--- src/sv/bll_pkg.sv ---
`default_nettype none
package bll_pkg;

  localparam int NODES   = 1024;
  localparam int LEVELS  = 11;
  localparam int NODE_W  = $clog2(NODES);
  localparam int LVL_W   = $clog2(LEVELS);
  localparam int DEPTH_W = 11;
  localparam int JDEPTH  = NODES * LEVELS;
  localparam int JADDR_W = $clog2(JDEPTH);

  typedef enum logic {
    ACT_ADD   = 1'b0,
    ACT_QUERY = 1'b1
  } action_t;

  // Requests to the ancestor table: one write port, two read ports.
  typedef struct packed {
    logic              we;
    logic [NODE_W-1:0] wnode;
    logic [LVL_W-1:0]  wlvl;
    logic [NODE_W-1:0] wdata;
    logic [NODE_W-1:0] anode;
    logic [LVL_W-1:0]  alvl;
    logic [NODE_W-1:0] bnode;
    logic [LVL_W-1:0]  blvl;
  } jmp_req_t;

  // Requests to the depth store: one write port, two read ports.
  typedef struct packed {
    logic               we;
    logic [NODE_W-1:0]  waddr;
    logic [DEPTH_W-1:0] wdata;
    logic [NODE_W-1:0]  aaddr;
    logic [NODE_W-1:0]  baddr;
  } dep_req_t;

endpackage
`default_nettype wire

--- src/sv/bll_ctrl.sv ---
`default_nettype none
module bll_ctrl (
  input  wire logic                        clk,
  input  wire logic                        rst_n,
  input  wire logic                        in_tvalid,
  output logic                             in_tready,
  input  wire bll_pkg::action_t            in_action,
  input  wire logic [bll_pkg::NODE_W-1:0]  in_node,
  input  wire logic [bll_pkg::NODE_W-1:0]  in_other,
  output logic                             out_tvalid,
  input  wire logic                        out_tready,
  output logic [bll_pkg::NODE_W-1:0]       out_anc,
  output logic [bll_pkg::DEPTH_W-1:0]      out_dist,
  output bll_pkg::jmp_req_t                jreq,
  output bll_pkg::dep_req_t                dreq,
  input  wire logic [bll_pkg::NODE_W-1:0]  ja,
  input  wire logic [bll_pkg::NODE_W-1:0]  jb,
  input  wire logic [bll_pkg::DEPTH_W-1:0] da,
  input  wire logic [bll_pkg::DEPTH_W-1:0] db
);

  typedef enum logic [8:0] {
    S_IDLE = 9'b000000001,
    S_ADD  = 9'b000000010,
    S_QDEP = 9'b000000100,
    S_LIFT = 9'b000001000,
    S_CMP  = 9'b000010000,
    S_BOTH = 9'b000100000,
    S_ANC  = 9'b001000000,
    S_DIST = 9'b010000000,
    S_OUT  = 9'b100000000
  } state_t;

  localparam logic [bll_pkg::LVL_W-1:0] LVL_TOP = bll_pkg::LVL_W'(bll_pkg::LEVELS - 1);

  state_t                      state_r, state_nxt;
  logic [bll_pkg::LVL_W-1:0]   lvl_r, lvl_nxt;
  logic [bll_pkg::NODE_W-1:0]  v_r, v_nxt;
  logic [bll_pkg::NODE_W-1:0]  x_r, x_nxt;
  logic [bll_pkg::NODE_W-1:0]  y_r, y_nxt;
  logic                        xp_r, xp_nxt;
  logic [bll_pkg::DEPTH_W-1:0] dx_r, dx_nxt;
  logic [bll_pkg::DEPTH_W-1:0] dy_r, dy_nxt;
  logic [bll_pkg::LEVELS-1:0]  gap_r, gap_nxt;
  logic [bll_pkg::NODE_W-1:0]  anc_r, anc_nxt;
  logic [bll_pkg::DEPTH_W-1:0] dist_r, dist_nxt;
  logic                        ov_r, ov_nxt;
  logic [bll_pkg::NODE_W-1:0]  oa_r, oa_nxt;
  logic [bll_pkg::DEPTH_W-1:0] od_r, od_nxt;

  logic [bll_pkg::NODE_W-1:0]  x_cur;
  logic [bll_pkg::NODE_W-1:0]  xn;
  logic [bll_pkg::NODE_W-1:0]  yn;

  assign in_tready  = (state_r == S_IDLE);
  assign out_tvalid = ov_r;
  assign out_anc    = oa_r;
  assign out_dist   = od_r;

  // While lifting, a jump issued last cycle replaces x when its data returns.
  assign x_cur = xp_r ? ja : x_r;
  assign xn    = (ja != jb) ? ja : x_r;
  assign yn    = (ja != jb) ? jb : y_r;

  always_comb begin
    state_nxt = state_r;
    lvl_nxt   = lvl_r;
    v_nxt     = v_r;
    x_nxt     = x_r;
    y_nxt     = y_r;
    xp_nxt    = xp_r;
    dx_nxt    = dx_r;
    dy_nxt    = dy_r;
    gap_nxt   = gap_r;
    anc_nxt   = anc_r;
    dist_nxt  = dist_r;
    ov_nxt    = ov_r;
    oa_nxt    = oa_r;
    od_nxt    = od_r;
    jreq      = '0;
    dreq      = '0;

    if (ov_r && out_tready) begin
      ov_nxt = 1'b0;
    end

    case (state_r)
      S_IDLE: begin
        if (in_tvalid) begin
          if (in_action == bll_pkg::ACT_ADD) begin
            if (in_node != '0) begin
              v_nxt      = in_node;
              dreq.aaddr = in_other;
              jreq.we    = 1'b1;
              jreq.wnode = in_node;
              jreq.wlvl  = '0;
              jreq.wdata = in_other;
              jreq.anode = in_other;
              jreq.alvl  = '0;
              lvl_nxt    = bll_pkg::LVL_W'(1);
              state_nxt  = S_ADD;
            end
          end else begin
            dreq.aaddr = in_node;
            dreq.baddr = in_other;
            x_nxt      = in_node;
            y_nxt      = in_other;
            state_nxt  = S_QDEP;
          end
        end
      end
      S_ADD: begin
        if (lvl_r == bll_pkg::LVL_W'(1)) begin
          dreq.we    = 1'b1;
          dreq.waddr = v_r;
          dreq.wdata = (da == '1) ? da : da + bll_pkg::DEPTH_W'(1);
        end
        jreq.we    = 1'b1;
        jreq.wnode = v_r;
        jreq.wlvl  = lvl_r;
        jreq.wdata = ja;
        if (lvl_r == LVL_TOP) begin
          state_nxt = S_IDLE;
        end else begin
          jreq.anode = ja;
          jreq.alvl  = lvl_r;
          lvl_nxt    = lvl_r + bll_pkg::LVL_W'(1);
        end
      end
      S_QDEP: begin
        dx_nxt = da;
        dy_nxt = db;
        if (da < db) begin
          x_nxt   = y_r;
          y_nxt   = x_r;
          gap_nxt = bll_pkg::LEVELS'(db - da);
        end else begin
          gap_nxt = bll_pkg::LEVELS'(da - db);
        end
        xp_nxt    = 1'b0;
        lvl_nxt   = LVL_TOP;
        state_nxt = S_LIFT;
      end
      S_LIFT: begin
        x_nxt  = x_cur;
        xp_nxt = gap_r[lvl_r];
        if (gap_r[lvl_r]) begin
          jreq.anode = x_cur;
          jreq.alvl  = lvl_r;
        end
        if (lvl_r == '0) begin
          state_nxt = S_CMP;
        end else begin
          lvl_nxt = lvl_r - bll_pkg::LVL_W'(1);
        end
      end
      S_CMP: begin
        x_nxt  = x_cur;
        xp_nxt = 1'b0;
        if (x_cur == y_r) begin
          anc_nxt    = x_cur;
          dreq.aaddr = x_cur;
          state_nxt  = S_DIST;
        end else begin
          jreq.anode = x_cur;
          jreq.alvl  = LVL_TOP;
          jreq.bnode = y_r;
          jreq.blvl  = LVL_TOP;
          lvl_nxt    = LVL_TOP;
          state_nxt  = S_BOTH;
        end
      end
      S_BOTH: begin
        x_nxt = xn;
        y_nxt = yn;
        if (lvl_r == '0) begin
          jreq.anode = xn;
          jreq.alvl  = '0;
          state_nxt  = S_ANC;
        end else begin
          jreq.anode = xn;
          jreq.alvl  = lvl_r - bll_pkg::LVL_W'(1);
          jreq.bnode = yn;
          jreq.blvl  = lvl_r - bll_pkg::LVL_W'(1);
          lvl_nxt    = lvl_r - bll_pkg::LVL_W'(1);
        end
      end
      S_ANC: begin
        anc_nxt    = ja;
        dreq.aaddr = ja;
        state_nxt  = S_DIST;
      end
      S_DIST: begin
        dist_nxt  = dx_r + dy_r - {da[bll_pkg::DEPTH_W-2:0], 1'b0};
        state_nxt = S_OUT;
      end
      S_OUT: begin
        if (!ov_r || out_tready) begin
          ov_nxt    = 1'b1;
          oa_nxt    = anc_r;
          od_nxt    = dist_r;
          state_nxt = S_IDLE;
        end
      end
      default: begin
        state_nxt = S_IDLE;
      end
    endcase
  end

  always_ff @(posedge clk) begin
    if (!rst_n) begin
      state_r <= S_IDLE;
      ov_r    <= 1'b0;
      xp_r    <= 1'b0;
      lvl_r   <= '0;
    end else begin
      state_r <= state_nxt;
      ov_r    <= ov_nxt;
      xp_r    <= xp_nxt;
      lvl_r   <= lvl_nxt;
    end
  end

  always_ff @(posedge clk) begin
    v_r    <= v_nxt;
    x_r    <= x_nxt;
    y_r    <= y_nxt;
    dx_r   <= dx_nxt;
    dy_r   <= dy_nxt;
    gap_r  <= gap_nxt;
    anc_r  <= anc_nxt;
    dist_r <= dist_nxt;
    oa_r   <= oa_nxt;
    od_r   <= od_nxt;
  end

endmodule
`default_nettype wire

--- config.mk ---
export PLATFORM = sky130hd
export DESIGN_NAME = bll_ctrl
export DESIGN_NICKNAME = d
export VERILOG_FILES = /design/src/sv/bll_pkg.sv /design/src/sv/bll_ctrl.sv
export SDC_FILE = /design/constraint.sdc
export NUM_CORES = 1
export LEC_CHECK = 0
export BUFFER_PORTS_ARGS = -buffer_cell sky130_fd_sc_hd__buf_4
export CAP_MARGIN = 0
export CELL_PAD_IN_SITES_DETAIL_PLACEMENT = 1
export CELL_PAD_IN_SITES_GLOBAL_PLACEMENT = 1
export CORE_MARGIN = 2
export CORE_UTILIZATION = 47
export CTS_BUF_LIST = sky130_fd_sc_hd__clkbuf_4
export CTS_CLUSTER_SIZE = 8
export DETAILED_ROUTE_END_ITERATION = 7
export GPL_ROUTABILITY_DRIVEN = 0
export GPL_TIMING_DRIVEN = 0
export PLACE_DENSITY = 0.92
export SYNTH_ARGS = -nofsm -noshare
export SYNTH_HDL_FRONTEND = slang
export SYNTH_SLANG_ARGS = --single-unit
--- constraint.sdc ---
create_clock -name clk -period 7.3 [get_ports clk]
set_clock_uncertainty 0.05 [all_clocks]
set_input_delay 1.46 -clock clk [delete_from_list [all_inputs] [get_ports clk]]
set_output_delay 1.46 -clock clk [all_outputs]
set_load 0.01 [all_outputs]
Word-level counts from Yosys, hierarchy flattened
Index checks and enable logic that the tools add are counted.
{"block": "word_totals", "regBits": 120, "latchBits": 0, "mem_bits_rw": 0, "romBits": 0, "in_bits": 67, "word_cells": 129, "mem_count": 0}
{"block": "classes", "add_sub_neg": 7, "n_mul": 0, "div_mod_pow": 0, "n_lt_le_gt_ge": 2, "n_eq_ne": 28, "shifts": 0, "mux": 57, "bitwise": 1, "reduce_logical": 20}
{"operator": "10-bit 2-to-1 mux", "n": 15}
{"operator": "39-bit 2-to-1 mux", "n": 3}
{"operator": "9-bit case mux with 9 select lines", "n": 1}
{"operator": "14-bit case mux with 5 select lines", "n": 1}
{"operator": "9-bit 2-to-1 mux", "n": 7}
{"operator": "10-bit case mux with 3 select lines", "n": 2}
{"operator": "25-bit case mux with 2 select lines", "n": 1}
{"operator": "22-bit 2-to-1 mux", "n": 2}
{"operator": "14-bit 2-to-1 mux", "n": 3}
{"operator": "10-bit case mux with 4 select lines", "n": 1}
{"operator": "11-bit subtractor", "n": 3}
{"operator": "28-bit 2-to-1 mux", "n": 1}
{"operator": "4-bit 2-to-1 mux", "n": 7}
{"operator": "14-bit case mux with 2 select lines", "n": 1}
{"operator": "11-bit 2-to-1 mux", "n": 2}
{"operator": "2-bit != test (second input constant)", "n": 11}
{"operator": "20-bit 2-to-1 mux", "n": 1}
{"operator": "10-bit case mux with 2 select lines", "n": 1}
{"operator": "4-bit case mux with 5 select lines", "n": 1}
{"operator": "4-bit AND reduction", "n": 3}
{"operator": "11-bit by 1-bit adder with 11-bit output (second input constant)", "n": 1}
{"operator": "11-bit adder", "n": 1}
{"operator": "11-bit == test (second input constant)", "n": 1}
{"operator": "11-bit less-than comparator", "n": 1}
{"operator": "36 further kinds", "n": 44}

Longest topological paths before layout
{"block": "logic_depth", "word_depth": 5, "mapped_depth": 11, "ltp_nobuf": 9}

Worst setup path before layout
OpenSTA, ideal clock, no wires.
{"block": "synth_path", "path_type": "input-to-output", "start": "input ja[5] (netlist bit)", "end": "output jreq[19] (netlist bit)", "arrival_time_ns": 3.458, "slack_ns": 2.332, "cell_stages": 8, "path_buffers": 2, "cell_sequence": "clkbuf_1 > xnor2_1 > nand4_1 > nor4_1 > buf_2 > mux2_2 > a222oi_1 > o21ai_2"}
{"item": "start: declaration", "line_no": "bll_ctrl.sv:16", "text": "input wire logic [bll_pkg::NODE_W-1:0] ja,"}
{"item": "end: declaration", "line_no": "bll_ctrl.sv:14", "text": "output bll_pkg::jmp_req_t jreq,"}

==> results by group <==
Outcome
  – Outcome: finished with violations
  – Failing checks: DRC

Setup path
  – CP peak stage delay: approximately 680 ps
  – Crit path max-delay family: simple AND/OR/NAND/NOR gates
  – Buf+Inv Stages, Crit Path: 3
  – Cell Chain, Critical Path: clkbuf_1, mux2i_1, xnor2_1, nor4_4, nand4b_1, clkbuf_1, o21ai_0, buf_4
  – Critical Setup Path Class: input port to primary output
  – Setup crit start kind: input port
  – Crit path max fanout: 10
  – Slowest stage cell on the critical path: mux2i_1
  – CP most frequent cell: clkbuf_1
  – Critical path capture point type: primary output
  – Req. time, crit path: about 5800 ps
  – CP arrival: 4410 ps

Clock network
  – # hold bufs at CTS: 0
  – CTS Buf Count: 17
  – H-tree lvl count: 4
  – Clk pin slew, worst setup/hold paths: 110 ps
  – CTS max path bufs: 2
  – Postcts setup bufs: 0
  – Clk_lat worst skew: approximately 600 ps
  – Clk Tree Root Cell: clkbuf_4
  – CTS tree: yes
  – Clk sinks: 120
  – Post-cts sizing count: 0

Synth
  – Sequential area share after synthesis: between 40% and 50%
  – Ys async rst share: 0%
  – Compound-cell area share of the yosys netlist: around a fifth
  – Adder-Cell Fraction of Synth Area: approximately 8.0%
  – Synth Area per Inst: 9.99 um2
  – Mux cell area share after synthesis: under 10%
  – Largest family of logic cells by synthesized area: compound AO/OA/AOI/OAI gates
  – Post-Synth XOR/XNOR Area: around 5.4%
  – Mapped cell area: 8430 um2
  – Synth Instances: about 840
  – Post-synth EDFFs: ~110
  – #FFs+latches synth: 120
  – Ys Warns: 0
  – Top_reg_cell synth: edfxtp_1
  – Syn nets: roughly 960
  – Netlist cell types: between 70 and 80
  – Simple-gate share of the synthesized area: between 10% and 20%

Pwr
  – Switching power: roughly 0.7 mW
  – Total Power: ~2.0 mW
  – Switching Fraction: about a third
  – Sequential share of power: 40.9%
  – P per Cell Area: slightly below 200 nW/um2
  – Clock share of power: between 20% and 30%
  – VDD IR max: 0.118 mV
  – Power Internal: approximately 1.3 mW
  – Leakage power: ~4.3 nW
  – Comb power frac: a little under a third

Timing
  – Final period utilization: between 80% and 90%
  – Slew HR: under 10%
  – TNS Setup: 0 ps
  – Final hold violation count: 0
  – Endpoints failing setup: 0
  – Min cycle time layout: slightly below 6000 ps
  – Hold WS: 383 ps
  – Unrepaired setup endpoints after global routing: no
  – Final count of pins violating max slew: 0
  – Achievable Freq: around 170 MHz
  – Worst-Margin Slew: 1430 ps
  – Setup ws final: roughly 1400 ps

Floorplanning
  – Core area: 17400 um2
  – Initial Utilization: a little under 50%
  – Die Wd: about 140 um
  – Die ar.: ~19000 um2
  – # IOs: between 150 and 200
  – Die height: roughly 140 um
  – Std cell rows: 48

Placed design
  – Dpl hpwl: between 20000 and 25000 um
  – I/O Buffers: between 150 and 200
  – Placed Instance Area: slightly above 10000 um2
  – Dpl ws: approximately 1500 ps

Routing
  – Routed len/inst: between 20 and 25 um
  – Routed Antenna Nets: 0
  – Vias per cell: 6.45
  – DR DRC count: 14
  – DRT Pass-1 Iters: 8
  – Detailed Route Iter0 Violations: a little over 1000
  – Vias: slightly above 8000
  – WL final: roughly 32000 um

Min path
  – Hold Path Class: flip-flop to flip-flop

Final layout
  – Layout cells sized above 1: 26.1%
  – Most common cell after layout, fill and taps aside: buf_4
  – Area growth syn-to-layout: 23.2%
  – Count of nets after finishing: 1153
  – Most frequent cells in the layout: buf_4 (175), edfxtp_1 (105), nor2_1 (74)
  – Finished Cell Area: ~10000 um2

Global routing
  – Largest net degree at the start of global routing: 34
  – Global-route wire length before repair: between 40000 and 50000 um
  – GRT Residual Overflow: 0
  – Vias in the first global route: 8367
  – Total Routing Usage GR: between 30% and 40%
  – Antenna violations before repair: 2

Job
  – MaxCap Viol Count: 0
-- routing by layer --
layer  global-route usage [%]  wire length, um
met1                     41.8            11600
met2                     55.2            15200
met4                     17.0             1640
met5                        0                0
met3                     7.89             3140
-- cell usage after synthesis (all sizes together) (5+ instances only) --
master	n	share of area, %
nor3	13	1.0
and3	7	0.52
xor2	9	0.94
dfxtp	15	3.6
a22o	28	2.9
mux2	11	1.5
a211oi	5	0.45
nand2	33	1.5
xnor2	43	4.5
nand4	5	0.45
a31oi	13	1.0
inv	71	3.2
mux2i	33	3.9
ha	36	5.3
nor2	75	3.3
a21o	9	0.80
fa	11	2.6
nand3	9	0.53
nor4	11	1.1
clkbuf	34	1.5
buf	22	1.6
o21ai	54	3.7
edfxtp	105	37
a22oi	11	0.98
a222oi	20	2.4
and2	27	2.0
nand2b	6	0.45
a21oi	60	3.6
or3	6	0.45
-- logic make-up after synthesis --
kind of cell	count (synthesis)
AO/OA/AOI/OAI	229
AND/OR/NAND/NOR	221
buffers and inverters	130
flip-flops	120
XOR/XNOR	52
adder cells (fa/ha/maj)	47
multiplexers	45
-- state kept, by name, indices dropped and copies added, names as in the netlist, 11 cells and up --
name / cells
gap_r: 11
out_dist: 11
dx_r: 11
dist_r: 11
dy_r: 11
-- through the flow --
stage / cells / utilization [%]
after floorplan: 844 / -
after global placement: 1243 / 57.5
after detailed placement: 1245 / 57.7
after CTS: 1276 / 59.6
after global routing: 1277 / 59.6
final: 1278 / 59.6
-- area by class of cell --
cell class | instances | area (um2)
Fill cell | 1994 | 7030
Timing Repair Buffer | 176 | 1340
Antenna cell | 2 | 5.00
Inverter | 74 | 290
Multi-Input combinational cell | 594 | 4420
Buffer | 56 | 265
Clock buffer | 17 | 128
Tap cell | 225 | 282
Sequential cell | 120 | 3450
Clock inverter | 14 | 199
-- path summary, 6_finish.rpt --
path | start | end | slack (ps) | cells past startpoint
worst max register to register | xp_r | anc_r[6] | 3410 | 6
worst min register to register | dist_r[8] | out_dist[8] | 380 | 0
worst max-delay path | ja[2] | dreq[15] | 1380 | 8
worst min-delay path | dist_r[8] | out_dist[8] | 380 | 0
-- power groups by stage --
stage / combinational [mW] / sequential [mW] / clock (mW)
4_1_cts: 0.616 / 0.827 / 0.568
3_5_place_dp: 0.605 / 0.842 / 0
2_1_floorplan: 0.387 / 0.831 / 0
5_1_grt: 0.674 / 0.832 / 0.597
6_report: 0.627 / 0.829 / 0.570
3_3_place_gp: 0.572 / 0.839 / 0
Note: power is estimated with default switching activity, not from simulation.
